[src/rtl/python_source_line_classifier_macros.svh]
// ----------------------------------------------------------------------------
// Python source line classifier: assertion macros
// Concurrent assertion helpers; they compile to nothing in synthesis.
// ----------------------------------------------------------------------------
`ifndef PYTHON_SOURCE_LINE_CLASSIFIER_MACROS_SVH
`define PYTHON_SOURCE_LINE_CLASSIFIER_MACROS_SVH

`ifndef SYNTHESIS

// antecedent implies consequent in the same cycle
`define PSLC_ASSERT_SAME(label, clk, rst_n, ante, cons, msg) \
    label: assert property (@(posedge clk) disable iff (!(rst_n)) (ante) |-> (cons)) \
        else $error(msg);

// antecedent implies consequent in the following cycle
`define PSLC_ASSERT_NEXT(label, clk, rst_n, ante, cons, msg) \
    label: assert property (@(posedge clk) disable iff (!(rst_n)) (ante) |=> (cons)) \
        else $error(msg);

`else

`define PSLC_ASSERT_SAME(label, clk, rst_n, ante, cons, msg)
`define PSLC_ASSERT_NEXT(label, clk, rst_n, ante, cons, msg)

`endif

`endif

[src/rtl/pslc_pkg.sv]
// ----------------------------------------------------------------------------
// Python source line classifier: package
// Word types, lexer mode codes, character constants and the byte scanner.
// ----------------------------------------------------------------------------
package pslc_pkg;

    localparam logic [2:0] MODE_NORMAL     = 3'd0;
    localparam logic [2:0] MODE_SINGLE     = 3'd1;
    localparam logic [2:0] MODE_DOUBLE     = 3'd2;
    localparam logic [2:0] MODE_TRI_SINGLE = 3'd3;
    localparam logic [2:0] MODE_TRI_DOUBLE = 3'd4;

    localparam logic [7:0] CH_HASH   = 8'h23;
    localparam logic [7:0] CH_BSLASH = 8'h5C;
    localparam logic [7:0] CH_SQUOTE = 8'h27;
    localparam logic [7:0] CH_DQUOTE = 8'h22;

    localparam logic EVT_SUMMARY = 1'b0;
    localparam logic EVT_COMMENT = 1'b1;

    typedef struct packed {
        logic [7:0] char_code;
        logic       line_end;
    } t_in;

    typedef struct packed {
        logic        event_kind;
        logic [31:0] line_number;
        logic [15:0] column;
        logic        line_blank;
        logic        line_code;
        logic        line_comment;
        logic [31:0] physical_total;
        logic [31:0] blank_total;
        logic [31:0] code_total;
        logic [31:0] comment_total;
        logic [31:0] mixed_total;
        logic        last_of_run;
    } t_out;

    typedef struct packed {
        logic [2:0] mode;
        logic       esc;
        logic       code;
        logic       comm;
    } t_lex;

    typedef struct packed {
        t_lex st;
        logic three;   // a triple quote was taken, three bytes consumed
        logic hit;     // comment start found
    } t_scan;

    function automatic logic is_space(input logic [7:0] c);
        return (c == 8'h20) || ((c >= 8'h09) && (c <= 8'h0D));
    endfunction

    // Scan one byte in the given lexer state; tri_q says the next two bytes match it.
    function automatic t_scan scan_byte(input t_lex st, input logic [7:0] c,
                                        input logic tri_q);
        t_scan      r;
        logic [7:0] q;
        r.st    = st;
        r.three = 1'b0;
        r.hit   = 1'b0;
        q       = CH_SQUOTE;
        case (st.mode)
            MODE_TRI_SINGLE, MODE_TRI_DOUBLE: begin
                r.st.code = 1'b1;
                q = (st.mode == MODE_TRI_SINGLE) ? CH_SQUOTE : CH_DQUOTE;
                if (tri_q && (c == q)) begin
                    r.st.mode = MODE_NORMAL;
                    r.three   = 1'b1;
                end
            end
            MODE_SINGLE, MODE_DOUBLE: begin
                r.st.code = 1'b1;
                q = (st.mode == MODE_SINGLE) ? CH_SQUOTE : CH_DQUOTE;
                if (st.esc) begin
                    r.st.esc = 1'b0;
                end else if (c == CH_BSLASH) begin
                    r.st.esc = 1'b1;
                end else if (c == q) begin
                    r.st.mode = MODE_NORMAL;
                end
            end
            default: begin
                if (c == CH_HASH) begin
                    r.st.comm = 1'b1;
                    r.hit     = 1'b1;
                end else if ((c == CH_SQUOTE) || (c == CH_DQUOTE)) begin
                    r.st.code = 1'b1;
                    if (tri_q) begin
                        r.st.mode = (c == CH_SQUOTE) ? MODE_TRI_SINGLE : MODE_TRI_DOUBLE;
                        r.three   = 1'b1;
                    end else begin
                        r.st.esc  = 1'b0;
                        r.st.mode = (c == CH_SQUOTE) ? MODE_SINGLE : MODE_DOUBLE;
                    end
                end else if (!is_space(c)) begin
                    r.st.code = 1'b1;
                end
            end
        endcase
        return r;
    endfunction

endpackage

[src/rtl/python_source_line_classifier.sv]
// ----------------------------------------------------------------------------
// Python source line classifier
// Lexes Python source a byte at a time, reports comments and classifies lines.
// ----------------------------------------------------------------------------
// Usage:
//   Input channel (i_valid/o_stall, i_data): one word per source byte, or a
//   word with line_end set that closes the current physical line.
//   Output channel (o_valid/i_stall, o_data): comment events and line
//   summaries with running saturating totals; last_of_run marks the final
//   word caused by one input word.
//   Path: a word is registered at acceptance and its results enter the
//   two-entry output queue once the word commits; results are offered
//   from the head of that queue.
//   Throughput: one input word per cycle while o_stall is low. The output
//   port moves one result per cycle while i_stall is low, so a line end
//   that also reports a comment sends two result words through it.
//   Reset: lexer returns to normal mode, line and class counts clear, the
//   output queue empties.
//   Stall: while i_stall is high the queue holds; once it cannot take the
//   results of the registered word, o_stall rises and input is held off.
// ----------------------------------------------------------------------------
`include "python_source_line_classifier_macros.svh"

module python_source_line_classifier
    import pslc_pkg::*;
#(
    parameter int COUNT_BITS  = 32,
    parameter int COLUMN_BITS = 16
) (
    input  logic i_clk,
    input  logic i_rst_n,
    input  logic i_valid,
    output logic o_stall,
    input  t_in  i_data,
    output logic o_valid,
    input  logic i_stall,
    output t_out o_data
);

    localparam logic [COLUMN_BITS-1:0] COL_MAX = {COLUMN_BITS{1'b1}};

    // input register
    logic                   r_in_vld;
    t_in                    r_in;

    // lexer state
    logic [2:0]             r_mode;
    logic                   r_esc;
    logic                   r_fcode;
    logic                   r_fcomm;
    logic                   r_fnonsp;
    logic                   r_fbegan;
    logic [7:0]             r_la0;
    logic [7:0]             r_la1;
    logic [1:0]             r_la_cnt;
    logic                   r_ric;
    logic [31:0]            r_line;
    logic [COLUMN_BITS-1:0] r_col;
    logic [COUNT_BITS-1:0]  r_tot [5];

    // output queue
    t_out                   r_q [2];
    logic [1:0]             r_qn;
    t_out                   n_q [2];
    logic [1:0]             n_qn;

    logic                   pop;
    logic [1:0]             free;
    logic [1:0]             nres;
    logic                   commit;

    logic [7:0]             c;
    logic                   le;
    t_lex                   cur;
    logic                   tri_hit;
    logic                   do1;
    logic                   do2;
    t_scan                  s1;
    t_scan                  s2;
    t_lex                   st1;
    t_lex                   st2;
    logic                   hit1;
    logic                   hit2;
    logic                   hit;
    logic [COLUMN_BITS+1:0] col_sum;
    logic [COLUMN_BITS-1:0] col1;
    logic [COLUMN_BITS-1:0] cmt_col;
    logic [2:0]             mode_e;
    logic                   blank;
    logic                   code_l;
    logic                   comm_l;
    logic [4:0]             tot_inc;
    logic [COUNT_BITS-1:0]  tot_upd [5];
    logic [31:0]            line_next;
    t_out                   cmt_w;
    t_out                   sum_w;
    t_out                   res0;
    t_out                   res1;

    // --------------------------------------------------------------------
    // lexer step on the registered word
    // --------------------------------------------------------------------
    always_comb begin
        c       = r_in.char_code;
        le      = r_in.line_end;
        cur     = '{mode: r_mode, esc: r_esc, code: r_fcode, comm: r_fcomm};
        tri_hit = !le && (r_la1 == r_la0) && (c == r_la0);

        // oldest byte of the window scans once its two successors are known,
        // or at line end with whatever lookahead there is
        do1  = !r_ric && (le ? (r_la_cnt != 2'd0) : (r_la_cnt == 2'd2));
        s1   = scan_byte(cur, r_la0, tri_hit);
        st1  = do1 ? s1.st : cur;
        hit1 = do1 && s1.hit;

        col_sum = {2'b00, r_col} + (s1.three ? (COLUMN_BITS+2)'(3) : (COLUMN_BITS+2)'(1));
        if (!do1) begin
            col1 = r_col;
        end else if (col_sum > {2'b00, COL_MAX}) begin
            col1 = COL_MAX;
        end else begin
            col1 = col_sum[COLUMN_BITS-1:0];
        end

        do2  = le && (r_la_cnt == 2'd2) && !r_ric && !s1.hit;
        s2   = scan_byte(st1, r_la1, 1'b0);
        st2  = do2 ? s2.st : st1;
        hit2 = do2 && s2.hit;

        hit     = hit1 || hit2;
        cmt_col = hit1 ? r_col : col1;

        // close short strings at line end
        mode_e = ((st2.mode == MODE_SINGLE) || (st2.mode == MODE_DOUBLE)) ?
                 MODE_NORMAL : st2.mode;
        blank  = r_fbegan && !r_fnonsp;
        code_l = !blank && (st2.code || (mode_e == MODE_TRI_SINGLE) ||
                            (mode_e == MODE_TRI_DOUBLE));
        comm_l = !blank && st2.comm;

        tot_inc = {code_l && comm_l, comm_l, code_l, blank, 1'b1};
        for (int i = 0; i < 5; i++) begin
            tot_upd[i] = (tot_inc[i] && (r_tot[i] != {COUNT_BITS{1'b1}})) ?
                         r_tot[i] + COUNT_BITS'(1) : r_tot[i];
        end

        line_next = (r_line == 32'hFFFF_FFFF) ? r_line : r_line + 32'd1;

        cmt_w             = '0;
        cmt_w.event_kind  = EVT_COMMENT;
        cmt_w.line_number = line_next;
        cmt_w.column      = 16'(cmt_col);
        cmt_w.last_of_run = !le;

        sum_w                = '0;
        sum_w.event_kind     = EVT_SUMMARY;
        sum_w.line_number    = line_next;
        sum_w.line_blank     = blank;
        sum_w.line_code      = code_l;
        sum_w.line_comment   = comm_l;
        sum_w.physical_total = 32'(tot_upd[0]);
        sum_w.blank_total    = 32'(tot_upd[1]);
        sum_w.code_total     = 32'(tot_upd[2]);
        sum_w.comment_total  = 32'(tot_upd[3]);
        sum_w.mixed_total    = 32'(tot_upd[4]);
        sum_w.last_of_run    = 1'b1;

        res0 = hit ? cmt_w : sum_w;
        res1 = sum_w;
        if (le) begin
            nres = hit ? 2'd2 : 2'd1;
        end else begin
            nres = hit ? 2'd1 : 2'd0;
        end
    end

    // --------------------------------------------------------------------
    // handshake and output queue
    // --------------------------------------------------------------------
    assign o_valid = (r_qn != 2'd0);
    assign o_data  = r_q[0];
    assign pop     = o_valid && !i_stall;
    assign free    = 2'd2 - r_qn + {1'b0, pop};
    assign commit  = r_in_vld && (free >= nres);
    assign o_stall = r_in_vld && !commit;

    always_comb begin
        n_q  = r_q;
        n_qn = r_qn;
        if (pop) begin
            n_q[0] = r_q[1];
            n_qn   = r_qn - 2'd1;
        end
        if (commit) begin
            if (n_qn == 2'd0) begin
                n_q[0] = res0;
                n_q[1] = res1;
            end else if (n_qn == 2'd1) begin
                n_q[1] = res0;
            end
            n_qn = n_qn + nres;
        end
    end

    // --------------------------------------------------------------------
    // control state
    // --------------------------------------------------------------------
    always_ff @(posedge i_clk) begin
        if (!i_rst_n) begin
            r_in_vld <= 1'b0;
            r_qn     <= 2'd0;
            r_mode   <= MODE_NORMAL;
            r_esc    <= 1'b0;
            r_fcode  <= 1'b0;
            r_fcomm  <= 1'b0;
            r_fnonsp <= 1'b0;
            r_fbegan <= 1'b1;
            r_la_cnt <= 2'd0;
            r_ric    <= 1'b0;
            r_line   <= '0;
            r_col    <= '0;
            for (int i = 0; i < 5; i++) begin
                r_tot[i] <= '0;
            end
        end else begin
            if (!o_stall) begin
                r_in_vld <= i_valid;
            end
            r_qn <= n_qn;
            if (commit) begin
                if (le) begin
                    r_mode   <= mode_e;
                    r_esc    <= 1'b0;
                    r_fcode  <= 1'b0;
                    r_fcomm  <= 1'b0;
                    r_fnonsp <= 1'b0;
                    r_fbegan <= (mode_e == MODE_NORMAL) || (mode_e > MODE_TRI_DOUBLE);
                    r_la_cnt <= 2'd0;
                    r_ric    <= 1'b0;
                    r_col    <= '0;
                    r_line   <= line_next;
                    for (int i = 0; i < 5; i++) begin
                        r_tot[i] <= tot_upd[i];
                    end
                end else begin
                    r_mode   <= st1.mode;
                    r_esc    <= st1.esc;
                    r_fcode  <= st1.code;
                    r_fcomm  <= st1.comm;
                    r_fnonsp <= r_fnonsp || !is_space(c);
                    r_ric    <= r_ric || hit1;
                    r_col    <= col1;
                    if (!r_ric) begin
                        if (r_la_cnt != 2'd2) begin
                            r_la_cnt <= r_la_cnt + 2'd1;
                        end else if (s1.three) begin
                            r_la_cnt <= 2'd0;
                        end
                    end
                end
            end
        end
    end

    // payload: input word, lookahead window, queue entries
    always_ff @(posedge i_clk) begin
        if (!o_stall) begin
            r_in <= i_data;
        end
        r_q[0] <= n_q[0];
        r_q[1] <= n_q[1];
        if (commit && !le && !r_ric) begin
            if (r_la_cnt == 2'd0) begin
                r_la0 <= c;
            end else if (r_la_cnt == 2'd1) begin
                r_la1 <= c;
            end else if (!s1.three) begin
                // advance the window by one byte
                r_la0 <= r_la1;
                r_la1 <= c;
            end
        end
    end

    // --------------------------------------------------------------------
    // assertions
    // --------------------------------------------------------------------
    `PSLC_ASSERT_SAME(a_queue_depth, i_clk, i_rst_n, 1'b1, r_qn != 2'd3, "queue overfilled")
    `PSLC_ASSERT_SAME(a_window_depth, i_clk, i_rst_n, 1'b1, r_la_cnt != 2'd3, "lookahead overfilled")
    `PSLC_ASSERT_SAME(a_comment_then_summary, i_clk, i_rst_n, (r_qn == 2'd2) && (r_q[0].event_kind == EVT_COMMENT), r_q[1].event_kind == EVT_SUMMARY, "comment not followed by summary")
    `PSLC_ASSERT_SAME(a_summary_last, i_clk, i_rst_n, o_valid && (o_data.event_kind == EVT_SUMMARY), o_data.last_of_run, "summary not last of run")
    `PSLC_ASSERT_NEXT(a_line_end_resets, i_clk, i_rst_n, commit && le, (r_la_cnt == 2'd0) && !r_ric && (r_col == '0), "line state not cleared at line end")

endmodule

[config.mk]
export PLATFORM = sky130hd
export DESIGN_NAME = python_source_line_classifier
export DESIGN_NICKNAME = d
export VERILOG_FILES = /design/src/rtl/pslc_pkg.sv /design/src/rtl/python_source_line_classifier.sv
export VERILOG_INCLUDE_DIRS = /design/src /design/src/rtl
export SDC_FILE = /design/constraint.sdc
export NUM_CORES = 1
export LEC_CHECK = 0
export BUFFER_PORTS_ARGS = -buffer_cell sky130_fd_sc_hd__buf_2
export CORE_MARGIN = 2
export CORE_UTILIZATION = 35
export CTS_CLUSTER_DIAMETER = 100
export DETAILED_ROUTE_END_ITERATION = 10
export SYNTH_ARGS = -nofsm -noshare
export SYNTH_HDL_FRONTEND = slang
export SYNTH_SLANG_ARGS = --single-unit
[constraint.sdc]
create_clock -name i_clk -period 13.45 [get_ports i_clk]
set_input_delay 3.3625 -clock i_clk [delete_from_list [all_inputs] [get_ports i_clk]]
set_output_delay 3.3625 -clock i_clk [all_outputs]
set_load 0.005 [all_outputs]
==> metrics.txt, run 1 <==
# TYPE chip_impl_metric gauge
chip_impl_metric{name="layout_worst_path_cycle_share",unit="%"} 71.7
chip_impl_metric{name="synth_edf_count",unit=""} 398
chip_impl_info{name="worst_min_delay_path_category",value="flop to flop"} 1
chip_impl_info{name="postSynth.topFlopCell",value="edfxtp_1"} 1
chip_impl_metric{name="synth-warning-count",unit=""} 0
chip_impl_metric{name="place_worst_setup_slack",unit="ns"} 3.90
chip_impl_metric{name="timing.setup.tns",unit="ns"} 0
chip_impl_info{name="critical_path.startpoint_type",value="flop"} 1
chip_impl_metric{name="synthDominantCellAreaShare",unit="%"} 37.3
chip_impl_info{name="critical_path_cell_by_cell",value="or3_1 -> a222oi_1 -> and4_1 -> ha_1 -> inv_1 -> a311oi_1 -> a22oi_2 -> nand3_2 -> mux2i_1 -> buf_4 -> and2_1 -> inv_2 -> ha_1 -> ha_1 -> nand2_1 -> a21oi_1 -> nand2_1 -> inv_1 -> buf_2"} 1
chip_impl_metric{name="timing.final.ws_setup",unit="ns"} 3.80
chip_impl_metric{name="final.min_clock_period",unit="ns"} 9.65
chip_impl_metric{name="num_vias",unit=""} 21689
chip_impl_metric{name="drtPass1Iterations",unit=""} 7
chip_impl_info{name="netlist_top_cells_count",value="446 x nor2_1, 398 x edfxtp_1, 275 x dfxtp_1, 240 x nand2_1, 216 x buf_4"} 1
chip_impl_metric{name="worst_ep_arrival_time",unit="ns"} 6.29
chip_impl_metric{name="overflow",unit=""} 0
chip_impl_metric{name="dieArea",unit="µm²"} 93900
chip_impl_metric{name="path_max_fanout",unit=""} 38
chip_impl_metric{name="core_area",unit="µm²"} 90300
chip_impl_info{name="yosys.cell_count.top_type",value="nor2_1"} 1
chip_impl_metric{name="number_of_buffers_inserted_to_repair_setup_after_cts",unit=""} 0
chip_impl_info{name="critPathCaptureType",value="output port"} 1
chip_impl_metric{name="report.power.total",unit="W"} 0.00737
chip_impl_info{name="timing_worst_setup_path_type",value="flop to output port"} 1
chip_impl_info{name="grt_setup_unrepaired",value="false"} 1
chip_impl_metric{name="drt.antenna.violating_nets",unit=""} 0
chip_impl_metric{name="unique_cell_type_count_in_the_yosys_netlist",unit=""} 83
chip_impl_metric{name="drt_drc_violations_left",unit=""} 0
chip_impl_metric{name="timing.max_cap.violations",unit=""} 0
chip_impl_metric{name="first_pass_grt_wire_length",unit="mm"} 124
chip_impl_metric{name="grt_start_max_net_pins",unit=""} 124
chip_impl_metric{name="synthesis.area_per_instance",unit="µm²"} 10.4
chip_impl_info{name="critical_path.most_common_cell",value="ha_1"} 1
chip_impl_metric{name="dieWidth",unit="µm"} 307
chip_impl_metric{name="clk_path_buf_depth",unit=""} 3
chip_impl_metric{name="dp_hpwl",unit="mm"} 48.7
chip_impl_metric{name="clock_insertion_delay_worst_skew",unit="ns"} 0.66
chip_impl_metric{name="vias_in_the_first_global_route",unit=""} 21466
chip_impl_metric{name="clk_transition_reported_paths",unit="ns"} 0.06
chip_impl_metric{name="maxSlewHeadroom",unit="%"} 21.5
chip_impl_metric{name="routabilityCongestion",unit=""} 0.808
chip_impl_metric{name="avgViaCountPerCell",unit=""} 5.10
chip_impl_metric{name="cts_inserted_buffers",unit=""} 80
chip_impl_metric{name="power.ir.vdd_worst",unit="V"} 0.000130
chip_impl_metric{name="buffer_ports.inserted",unit=""} 227
chip_impl_metric{name="max_stage_delay",unit="ns"} 0.53
chip_impl_metric{name="yosys_register_bits",unit=""} 673
chip_impl_metric{name="synth_async_sr_flop_share",unit="%"} 0
chip_impl_metric{name="ioPinCount",unit=""} 228
chip_impl_metric{name="cts.hold.buffers_added",unit=""} 0
chip_impl_metric{name="number_of_resized_instances_in_the_post_cts_repair_step",unit=""} 0
chip_impl_info{name="cts_root_buffer",value="clkbuf_16"} 1
chip_impl_metric{name="power_leakage",unit="nW"} 12.8
chip_impl_metric{name="power.density_cell_area",unit="nW/µm²"} 209
chip_impl_metric{name="gr-usage-all-layers",unit="%"} 16.6
chip_impl_metric{name="floorplan.die.height",unit="µm"} 307
chip_impl_metric{name="fmax",unit="MHz"} 104
chip_impl_metric{name="cts-htree-levels",unit=""} 3
chip_impl_metric{name="drive_above_1_share",unit="%"} 14.4
chip_impl_info{name="result_of_the_run",value="complete, no violations"} 1
chip_impl_metric{name="synth_area",unit="µm²"} 32000
chip_impl_info{name="path_delay_family",value="simple AND/OR/NAND/NOR gates"} 1
chip_impl_info{name="cts_tree",value="yes"} 1
chip_impl_metric{name="synth_fp_nets",unit=""} 3107
chip_impl_metric{name="initial_core_util",unit="%"} 35.5
chip_impl_info{name="synth_top_cells_by_area",value="edfxtp_1 37%, dfxtp_1 17%, mux2i_1 5.7%, nor2_1 5.2%, buf_4 5.1%"} 1
chip_impl_metric{name="report.final.hold_viol_count",unit=""} 0
chip_impl_metric{name="timing_worst_slew_pin_value",unit="ns"} 1.17
chip_impl_metric{name="cp_num_buf_inv",unit=""} 5
chip_impl_metric{name="area_growth_syn_to_layout",unit="%"} 10.1
chip_impl_metric{name="drt_iter0_markers",unit=""} 1446
chip_impl_metric{name="layout.nets",unit=""} 3043
chip_impl_metric{name="timing_max_transition_violations_final",unit=""} 0
chip_impl_metric{name="grt_antenna_before_repair",unit=""} 0
chip_impl_info{name="synth_top_area_cell",value="edfxtp_1"} 1
chip_impl_metric{name="worst-endpoint-required",unit="ns"} 10.09
chip_impl_metric{name="number_of_setup_violations_in_the_final_report",unit=""} 0
chip_impl_metric{name="drt_wl_total",unit="mm"} 78.6
chip_impl_metric{name="final.setup_skew",unit="ns"} 0.0370
chip_impl_metric{name="clock-sinks",unit=""} 673
chip_impl_metric{name="wire_per_inst",unit="µm"} 18.5
chip_impl_metric{name="synth_seq_area_share",unit="%"} 54.5
chip_impl_metric{name="placement_rows",unit=""} 110
chip_impl_info{name="crit_slowest_cell",value="and2_1"} 1
chip_impl_metric{name="holdWs",unit="ns"} 0.470
chip_impl_metric{name="synth_cells",unit=""} 3076
-- sequential cells by signal, summed over array words and instances, names as in the netlist, 2 cells and up --
register / cells
r_qn: 2
o_data: 213
r_la0: 8
c: 8
r_la_cnt: 2
r_line: 32
r_col: 16
r_tot: 160
r_q: 213
r_la1: 8
r_mode: 3
-- path summary, 6_finish.rpt --
| path | from | slack, ns | depth (start not counted) | end |
|---|---|---|---|---|
| max | r_la1[4] | 3.80 | 19 | o_stall |
| min | o_data[201] | 0.47 | 2 | o_data[201] |
| min reg2reg | o_data[201] | 0.47 | 2 | o_data[201] |
| max reg2reg | r_la1[4] | 5.69 | 23 | o_data[106] |
-- final cells by class --
cell class | instances | area, µm²
repair buffers | 254 | 1360
fillers | 8859 | 55000
multi-input cells | 1962 | 12100
well taps | 1176 | 1470
inverters | 41 | 159
diodes | 1 | 2.50
clock buffers | 111 | 2310
flip-flops and latches | 673 | 17500
clock inverters | 37 | 383
-- layer usage --
metal / GRT usage, % / vias up / wire, µm
met3: 4.27 / 112 / 4580
met4: 4.77 / 0 / 1650
li1: - / 10564 / -
met5: 0 / - / 0
met2: 26.5 / 427 / 35600
met1: 22.2 / 10586 / 36700
-- placed cells by master (no fill, tap or decap), types with 52 or more instances in the layout --
cell,instances
nand2_1,237
xnor2_1,102
mux2i_1,181
nor2_1,444
edfxtp_1,398
o22ai_1,139
dfxtp_1,275
and3_1,52
xor2_1,127
o21ai_0,59
nand3_1,116
buf_2,227
clkbuf_16,84
a21oi_1,56
-- tightest hold or removal path: stages, from the launching register on --
cell and delay (ns):
dfxtp_1 0.30, nand2_1 0.05, a31oi_1 0.07
-- logic make-up (layout without fill, tap and decap cells) --
group / count (synthesis) / after routing / share of synthesized area, %
and+or+nand+nor: 1147 / 1147 / 17.1
DFF: 673 / 673 / 54.5
buffers and inverters: 441 / 443 / 7.83
AOI/OAI and AO/OA: 377 / 377 / 7.60
xor gates and xnor gates: 229 / 229 / 6.26
muxes: 191 / 191 / 6.01
adders and majority gates: 18 / 18 / 0.727
other: 0 / 1 / 0
-- power breakdown --
group          leakage, nW  internal (W)  switching (W)
combinational         5.24      0.000772        0.00123
clock                 1.33       0.00134       0.000874
sequential            6.21       0.00286       0.000291
total                 12.8       0.00497        0.00240
-- stage by stage --
step / cells / instance area (µm²) / utilization (%)
2_1_floorplan: 3076 / 32000 / -
6_report: 4255 / 35300 / 39.0
4_1_cts: 4254 / 35300 / 39.0
3_5_place_dp: 4106 / 32600 / 36.1
5_1_grt: 4254 / 35300 / 39.0
3_3_place_gp: 4106 / 32600 / 36.1
Power figures use the tool's default switching activity.
==> inputs of run 2 (changes only) <==
--- a/config.mk
+++ b/config.mk
@@ -6,6 +6,7 @@
 export SDC_FILE = /design/constraint.sdc
 export NUM_CORES = 1
 export LEC_CHECK = 0
+export ABC_AREA = 1
 export BUFFER_PORTS_ARGS = -buffer_cell sky130_fd_sc_hd__buf_2
 export CORE_MARGIN = 2
 export CORE_UTILIZATION = 35
==> constraint.sdc (replaced) <==
create_clock -name i_clk -period 8.4 [get_ports i_clk]
set_input_delay 2.1 -clock i_clk [delete_from_list [all_inputs] [get_ports i_clk]]
set_output_delay 2.1 -clock i_clk [all_outputs]
set_load 0.005 [all_outputs]
==> metrics.txt, run 2 <==
# TYPE chip_impl_metric gauge
chip_impl_info{name="result_of_the_run",value="complete, no violations"} 1
chip_impl_metric{name="post-route-util",unit="%"} 38.5
chip_impl_metric{name="synth_fp_nets",unit=""} 4357
chip_impl_metric{name="placed_area",unit="µm²"} 35700
chip_impl_metric{name="final.min_clock_period",unit="ns"} 6.57
chip_impl_info{name="worst_min_delay_path_category",value="flop to flop"} 1
chip_impl_metric{name="num_vias",unit=""} 27059
chip_impl_metric{name="number_of_buffers_inserted_to_repair_setup_after_cts",unit=""} 0
chip_impl_metric{name="cts_inserted_buffers",unit=""} 77
chip_impl_metric{name="worst-endpoint-required",unit="ns"} 6.30
chip_impl_metric{name="clock_insertion_delay_worst_skew",unit="ns"} 0.65
chip_impl_metric{name="core_area",unit="µm²"} 99700
chip_impl_metric{name="dieWidth",unit="µm"} 320
chip_impl_metric{name="power.density_cell_area",unit="nW/µm²"} 324
chip_impl_metric{name="num_antenna_cells",unit=""} 0
chip_impl_metric{name="grt_antenna_before_repair",unit=""} 0
chip_impl_metric{name="clk_transition_reported_paths",unit="ns"} 0.06
chip_impl_metric{name="dp_hpwl",unit="mm"} 61.7
chip_impl_metric{name="vias_in_the_first_global_route",unit=""} 26221
chip_impl_metric{name="clock-sinks",unit=""} 673
chip_impl_info{name="yosys.cell_count.top_type",value="nand2_1"} 1
chip_impl_info{name="critPathCaptureType",value="output port"} 1
chip_impl_metric{name="dieArea",unit="µm²"} 103000
chip_impl_metric{name="drt_iter0_markers",unit=""} 1831
chip_impl_metric{name="overflow",unit=""} 0
chip_impl_metric{name="unique_cell_type_count_in_the_yosys_netlist",unit=""} 55
chip_impl_metric{name="synthDominantCellAreaShare",unit="%"} 34.1
chip_impl_metric{name="initial_core_util",unit="%"} 35.2
chip_impl_metric{name="synth_seq_area_share",unit="%"} 49.8
chip_impl_metric{name="drt_drc_violations_left",unit=""} 0
chip_impl_metric{name="timing_worst_slew_pin_value",unit="ns"} 0.987
chip_impl_info{name="timing_worst_setup_path_type",value="flop to output port"} 1
chip_impl_info{name="layout.cells.most_common",value="nand2_1"} 1
chip_impl_metric{name="cts-htree-levels",unit=""} 3
chip_impl_metric{name="number_of_resized_instances_in_the_post_cts_repair_step",unit=""} 0
chip_impl_metric{name="cts.hold.buffers_added",unit=""} 0
chip_impl_metric{name="floorplan.die.height",unit="µm"} 320
chip_impl_info{name="postSynth.topFlopCell",value="edfxtp_1"} 1
chip_impl_metric{name="synth_area",unit="µm²"} 35100
chip_impl_metric{name="ioPinCount",unit=""} 228
chip_impl_metric{name="first_pass_grt_wire_length",unit="mm"} 146
chip_impl_metric{name="final.setup_skew",unit="ns"} 0.0306
chip_impl_metric{name="routabilityCongestion",unit=""} 0.908
chip_impl_info{name="cts_tree",value="yes"} 1
chip_impl_metric{name="stdcell_area",unit="µm²"} 38400
chip_impl_metric{name="worst_ep_arrival_time",unit="ns"} 4.47
chip_impl_metric{name="drtPass1Iterations",unit=""} 5
chip_impl_metric{name="synth_async_sr_flop_share",unit="%"} 0
chip_impl_metric{name="synth-warning-count",unit=""} 0
chip_impl_metric{name="timing.setup.tns",unit="ns"} 0
chip_impl_info{name="synth_top_cells_by_area",value="edfxtp_1 34%, dfxtp_1 16%, nand2_1 15%, nor2_1 5.8%, buf_4 4.7%"} 1
chip_impl_metric{name="post-place-cells",unit=""} 5489
chip_impl_metric{name="timing.max_cap.violations",unit=""} 0
chip_impl_metric{name="placement_rows",unit=""} 116
chip_impl_metric{name="gr-usage-all-layers",unit="%"} 17.9
chip_impl_metric{name="yosys_register_bits",unit=""} 673
chip_impl_metric{name="layout_worst_path_cycle_share",unit="%"} 78.2
chip_impl_metric{name="area_growth_syn_to_layout",unit="%"} 9.54
chip_impl_metric{name="drt.antenna.violating_nets",unit=""} 0
chip_impl_metric{name="maxSlewHeadroom",unit="%"} 34.2
chip_impl_metric{name="synth_edf_count",unit=""} 398
chip_impl_metric{name="holdWs",unit="ns"} 0.474
chip_impl_info{name="grt_setup_unrepaired",value="false"} 1
chip_impl_metric{name="path_max_fanout",unit=""} 8
chip_impl_info{name="critical_path.startpoint_type",value="flop"} 1
chip_impl_metric{name="power.ir.vdd_worst",unit="V"} 0.000212
chip_impl_metric{name="layoutNonFillerInstCount",unit=""} 5633
chip_impl_info{name="netlist_top_cells_count",value="1,385 x nand2_1, 542 x nor2_1, 398 x edfxtp_1, 309 x inv_1, 275 x dfxtp_1"} 1
chip_impl_metric{name="layout.nets",unit=""} 4301
chip_impl_metric{name="buffer_ports.inserted",unit=""} 227
chip_impl_metric{name="grt_start_max_net_pins",unit=""} 166
chip_impl_metric{name="number_of_setup_violations_in_the_final_report",unit=""} 0
chip_impl_metric{name="power_leakage",unit="nW"} 16.3
chip_impl_metric{name="clk_path_buf_depth",unit=""} 3
chip_impl_metric{name="timing_max_transition_violations_final",unit=""} 0
chip_impl_metric{name="avgViaCountPerCell",unit=""} 4.80
chip_impl_metric{name="report.final.hold_viol_count",unit=""} 0
chip_impl_metric{name="fmax",unit="MHz"} 152
chip_impl_metric{name="drive_above_1_share",unit="%"} 11.6
chip_impl_info{name="synth_top_area_cell",value="edfxtp_1"} 1
chip_impl_metric{name="wire_per_inst",unit="µm"} 16.4
chip_impl_metric{name="synth_cells",unit=""} 4326
chip_impl_info{name="layout.cells.most_common_list",value="1,383 x nand2_1, 539 x nor2_1, 398 x edfxtp_1, 308 x inv_1, 275 x dfxtp_1"} 1
chip_impl_info{name="cts_root_buffer",value="clkbuf_16"} 1
chip_impl_metric{name="synthesis.area_per_instance",unit="µm²"} 8.10
chip_impl_metric{name="drt_wl_total",unit="mm"} 92.6
==> run 2: cell count changes in the layout (fill, tap and decap cells not counted), sizes merged, moves of 44 or more <==
cell   delta
or3      -49
nand2  +1150
nor3     +44
nand4    +71
mux2i   -112
and3     -50
xnor2    -61
o22ai    -53
inv     +351
o21ai    +48
nor2    +102
==> run 2: logic make-up after synthesis <==
logic type / after synthesis / share of synthesized area, %
AND/OR/NAND/NOR: 2328 / 27.3
buffers and inverters: 775 / 11.0
AO/OA/AOI/OAI: 273 / 4.54
XOR/XNOR: 189 / 4.72
multiplexers: 70 / 2.00
flip-flops: 673 / 49.8
adder cells (fa/ha/maj): 18 / 0.664
==> run 2: per-stage QoR <==
stage / setup slack [ns] / power (W)
after global routing: 1.34 / 0.0133
final: 1.83 / 0.0124
after CTS: 1.70 / 0.0126
after global placement: 1.61 / 0.00895
after floorplan: 0.0156 / 0.00813
after detailed placement: 1.54 / 0.00902
==> run 2: worst max-delay path, stage by stage, from the launching register on <==
cell	delay (ns)
edfxtp_1	0.49
inv_1	0.12
nand2_1	0.07
nand2_1	0.06
nor2_1	0.10
nand2_1	0.06
nor2_1	0.17
nand3_1	0.13
inv_1	0.10
ha_1	0.23
nand3_1	0.09
nand2_1	0.05
nor2_1	0.10
nand3_1	0.10
nand2_2	0.19
nand3_4	0.12
nand2_4	0.09
nand3_2	0.11
nand2_2	0.20
ha_1	0.29
ha_1	0.30
nand2_1	0.05
nand2_1	0.06
nand2_1	0.06
nor2_1	0.33
buf_2	0.19
==> run 2: final cells by class <==
type | instances | area, µm²
Tap cell | 1298 | 1620
Clock buffer | 101 | 2160
Multi-Input combinational cell | 2878 | 13800
Inverter | 388 | 1470
Clock inverter | 43 | 499
Timing Repair Buffer | 252 | 1390
Sequential cell | 673 | 17500
Fill cell | 10287 | 61300
==> run 2: worst paths after layout <==
kind / cells after the start / slack, ns / start / to
worst max-delay path: 25 / 1.83 / r_la0[2] / o_stall
worst min-delay path: 2 / 0.47 / r_fcomm / r_fcomm
worst max register to register: 31 / 2.13 / r_la0[2] / o_data[66]
worst min register to register: 2 / 0.47 / r_fcomm / r_fcomm
==> run 2: power breakdown <==
part	switching, W	total (W)	internal (W)
clock network	0.00147	0.00353	0.00206
registers	0.000540	0.00511	0.00457
logic	0.00251	0.00378	0.00127
total	0.00452	0.0124	0.00790
==> run 2: per-layer routing <==
| layer | vias up | GRT usage [%] | wire [µm] | part of all wire, % |
|---|---|---|---|---|
| met1 | 12617 | 23.8 | 42300 | 46 |
| li1 | 13733 | - | - | - |
| met4 | 0 | 5.15 | 2290 | 2.5 |
| met3 | 124 | 4.03 | 5730 | 6.2 |
| met5 | - | 0 | 0 | 0 |
| met2 | 585 | 28.9 | 42300 | 46 |
==> inputs of run 3 (changes only) <==
==> constraint.sdc (replaced) <==
create_clock -name i_clk -period 5.49 [get_ports i_clk]
set_input_delay 1.3725 -clock i_clk [delete_from_list [all_inputs] [get_ports i_clk]]
set_output_delay 1.3725 -clock i_clk [all_outputs]
set_load 0.005 [all_outputs]
==> metrics.txt, run 3 (synthesis gave the netlist of run 2 again) <==
# TYPE chip_impl_metric gauge
chip_impl_metric{name="floorplan.die.height",unit="µm"} 320
chip_impl_metric{name="placement_rows",unit=""} 116
chip_impl_metric{name="max_stage_delay",unit="ns"} 0.48
chip_impl_metric{name="grt_start_max_net_pins",unit=""} 153
chip_impl_metric{name="timing.final.ws_setup",unit="ns"} 0.268
chip_impl_metric{name="dieWidth",unit="µm"} 320
chip_impl_metric{name="clk_transition_reported_paths",unit="ns"} 0.06
chip_impl_info{name="timing_worst_setup_path_type",value="flop to output port"} 1
chip_impl_metric{name="initial_core_util",unit="%"} 35.2
chip_impl_metric{name="final.setup_skew",unit="ns"} 0.0239
chip_impl_info{name="hp-start",value="o_data[188]"} 1
chip_impl_metric{name="setup.reg_to_reg.worst_slack",unit="ns"} 0.89
chip_impl_metric{name="timing.setup.tns",unit="ns"} 0
chip_impl_metric{name="core_area",unit="µm²"} 99700
chip_impl_info{name="cts_root_buffer",value="clkbuf_16"} 1
chip_impl_metric{name="final.fill_count",unit=""} 10272
chip_impl_metric{name="buffer_ports.inserted",unit=""} 227
chip_impl_metric{name="combined_area_of_the_multi_input_logic_cells",unit="µm²"} 13900
chip_impl_metric{name="drive_above_1_share",unit="%"} 12.2
chip_impl_metric{name="routabilityCongestion",unit=""} 0.905
chip_impl_metric{name="report.power.total",unit="W"} 0.0189
chip_impl_metric{name="dieArea",unit="µm²"} 103000
chip_impl_metric{name="timing.reg2reg.worst_path_depth",unit=""} 28
chip_impl_metric{name="maxSlewHeadroom",unit="%"} 26.9
chip_impl_info{name="cts_tree",value="yes"} 1
chip_impl_metric{name="drt_iter0_markers",unit=""} 1808
chip_impl_metric{name="ioPinCount",unit=""} 228
chip_impl_info{name="critical_path_cell_by_cell",value="buf_4 -> nand2_1 -> nand4_1 -> nor2_4 -> nand3_2 -> inv_1 -> ha_1 -> nand3_1 -> nand2_1 -> nor2_1 -> nand3_1 -> nand2_4 -> nand3_4 -> nand2_4 -> nand3_4 -> nand2_8 -> ha_4 -> ha_4 -> nand2_1 -> nand2_1 -> nand2_1 -> nor2_4 -> buf_2"} 1
chip_impl_metric{name="clock_insertion_delay_worst_skew",unit="ns"} 0.64
chip_impl_info{name="layout.cells.most_common_list",value="1,382 x nand2_1, 536 x nor2_1, 398 x edfxtp_1, 306 x inv_1, 275 x dfxtp_1"} 1
chip_impl_metric{name="num_vias",unit=""} 27124
chip_impl_info{name="worstReg2RegStart",value="r_la0[2]"} 1
chip_impl_metric{name="power.density_cell_area",unit="nW/µm²"} 489
chip_impl_info{name="crit_slowest_cell",value="edfxtp_1"} 1
chip_impl_metric{name="area_growth_syn_to_layout",unit="%"} 10.1
chip_impl_metric{name="post-route-util",unit="%"} 38.7
chip_impl_info{name="r2r-end",value="r_tot[0][140]"} 1
chip_impl_metric{name="drt_drc_violations_left",unit=""} 0
chip_impl_metric{name="worst_ep_arrival_time",unit="ns"} 3.85
chip_impl_metric{name="fmax",unit="MHz"} 192
chip_impl_metric{name="worst_hold_depth",unit=""} 2
chip_impl_metric{name="worst-endpoint-required",unit="ns"} 4.12
chip_impl_metric{name="timing.max_cap.violations",unit=""} 0
chip_impl_metric{name="post-place-cells",unit=""} 5499
chip_impl_metric{name="drtPass1Iterations",unit=""} 6
chip_impl_metric{name="place_worst_setup_slack",unit="ns"} 0.686
chip_impl_info{name="path_delay_family",value="simple AND/OR/NAND/NOR gates"} 1
chip_impl_metric{name="grt_antenna_before_repair",unit=""} 0
chip_impl_metric{name="cts_inserted_buffers",unit=""} 76
chip_impl_metric{name="cp_num_buf_inv",unit=""} 3
chip_impl_metric{name="drt.antenna.violating_nets",unit=""} 0
chip_impl_metric{name="timing_max_transition_violations_final",unit=""} 0
chip_impl_info{name="result_of_the_run",value="complete, no violations"} 1
chip_impl_metric{name="dp_hpwl",unit="mm"} 63.3
chip_impl_metric{name="wire_per_inst",unit="µm"} 16.4
chip_impl_metric{name="report.final.hold_viol_count",unit=""} 0
chip_impl_metric{name="clock-sinks",unit=""} 673
chip_impl_metric{name="cts.hold.buffers_added",unit=""} 0
chip_impl_metric{name="final.min_clock_period",unit="ns"} 5.22
chip_impl_info{name="worst_min_delay_path_category",value="flop to flop"} 1
chip_impl_metric{name="power_leakage",unit="nW"} 16.4
chip_impl_metric{name="layout.nets",unit=""} 4323
chip_impl_metric{name="layoutNonFillerInstCount",unit=""} 5654
chip_impl_metric{name="avgViaCountPerCell",unit=""} 4.80
chip_impl_info{name="layout.cells.most_common",value="nand2_1"} 1
chip_impl_metric{name="first_pass_grt_wire_length",unit="mm"} 148
chip_impl_metric{name="cts-htree-levels",unit=""} 3
chip_impl_metric{name="power.ir.vdd_worst",unit="V"} 0.000463
chip_impl_metric{name="gr-usage-all-layers",unit="%"} 17.9
chip_impl_info{name="critical_path.most_common_cell",value="nand2_1"} 1
chip_impl_metric{name="vias_in_the_first_global_route",unit=""} 26232
chip_impl_metric{name="overflow",unit=""} 0
chip_impl_metric{name="drt_wl_total",unit="mm"} 92.9
chip_impl_metric{name="clk_path_buf_depth",unit=""} 3
chip_impl_metric{name="number_of_setup_violations_in_the_final_report",unit=""} 0
chip_impl_metric{name="path_max_fanout",unit=""} 6
chip_impl_metric{name="timing_worst_slew_pin_value",unit="ns"} 1.10
chip_impl_info{name="hold_end",value="o_data[188]"} 1
chip_impl_info{name="critical_path.startpoint_type",value="flop"} 1
chip_impl_metric{name="seq_area",unit="µm²"} 17500
chip_impl_metric{name="layout_worst_path_cycle_share",unit="%"} 95.1
chip_impl_info{name="critPathCaptureType",value="output port"} 1
[run 3: changes by cell type in the layout (fill, tap and decap cells not counted), sizes merged]
cell / before / now
clkinvlp: 5 / 3
inv: 393 / 395
clkinv: 26 / 27
clkbuf: 101 / 99
buf: 252 / 275
bufinv: 7 / 5
diode: 0 / 1
[run 3: final cells by class]
| class | instances | share of cell area, % |
|---|---|---|
| Antenna cell | 1 | 0.00649 |
| Clock buffer | 99 | 5.39 |
| Clock inverter | 42 | 1.06 |
| Inverter | 388 | 3.81 |
| Multi-Input combinational cell | 2878 | 36.1 |
| Sequential cell | 673 | 45.3 |
| Tap cell | 1298 | 4.21 |
| Timing Repair Buffer | 275 | 4.20 |
[run 3: per-layer routing]
layer	GRT usage (%)	vias to the layer above	share of wire [%]
met5	0	-	0
met1	23.9	12692	46
li1	-	13771	-
met4	5.09	0	2.5
met3	3.97	127	5.7
met2	29.0	534	46
[run 3: how the worst max path moves through the flow]
stage                   from    endpoint  slack, ns  cells after the start
global placement    r_la0[3]     o_stall       0.67                     24
detailed placement  r_la0[3]     o_stall       0.69                     24
finish              r_la0[2]     o_stall       0.27                     23
global route        r_la0[2]     o_stall      -0.02                     25
CTS                 r_la0[1]     o_stall       0.06                     24
floorplan           r_la0[2]  o_data[57]      -1.88                     31
[run 3: stage by stage]
stage	hold WS [ns]	area [µm²]
finish	0.481	38600
global route	0.501	38600
CTS	0.484	38400
detailed placement	0.472	35900
global placement	0.460	35900
floorplan	0.431	35200
[run 3: tightest hold or removal path: stages (launching register included)]
cell	delay, ns
dfxtp_1	0.31
nand2_1	0.06
a31oi_1	0.07
[run 3: what timing repair did]
| action | 4_1_cts | 5_1_grt |
|---|---|---|
| gates resized for setup | 1 | 11 |
| pin swaps | 0 | 3 |
| setup endpoints to repair | 1 | 1 |
| buffers inserted | 2 | 11 |
[run 3: report_power, final]
group	leakage [nW]	internal [W]	switching [W]
clock network	1.23	0.00294	0.00219
registers	6.20	0.00699	0.000775
logic	8.95	0.00206	0.00390
total	16.4	0.0120	0.00687
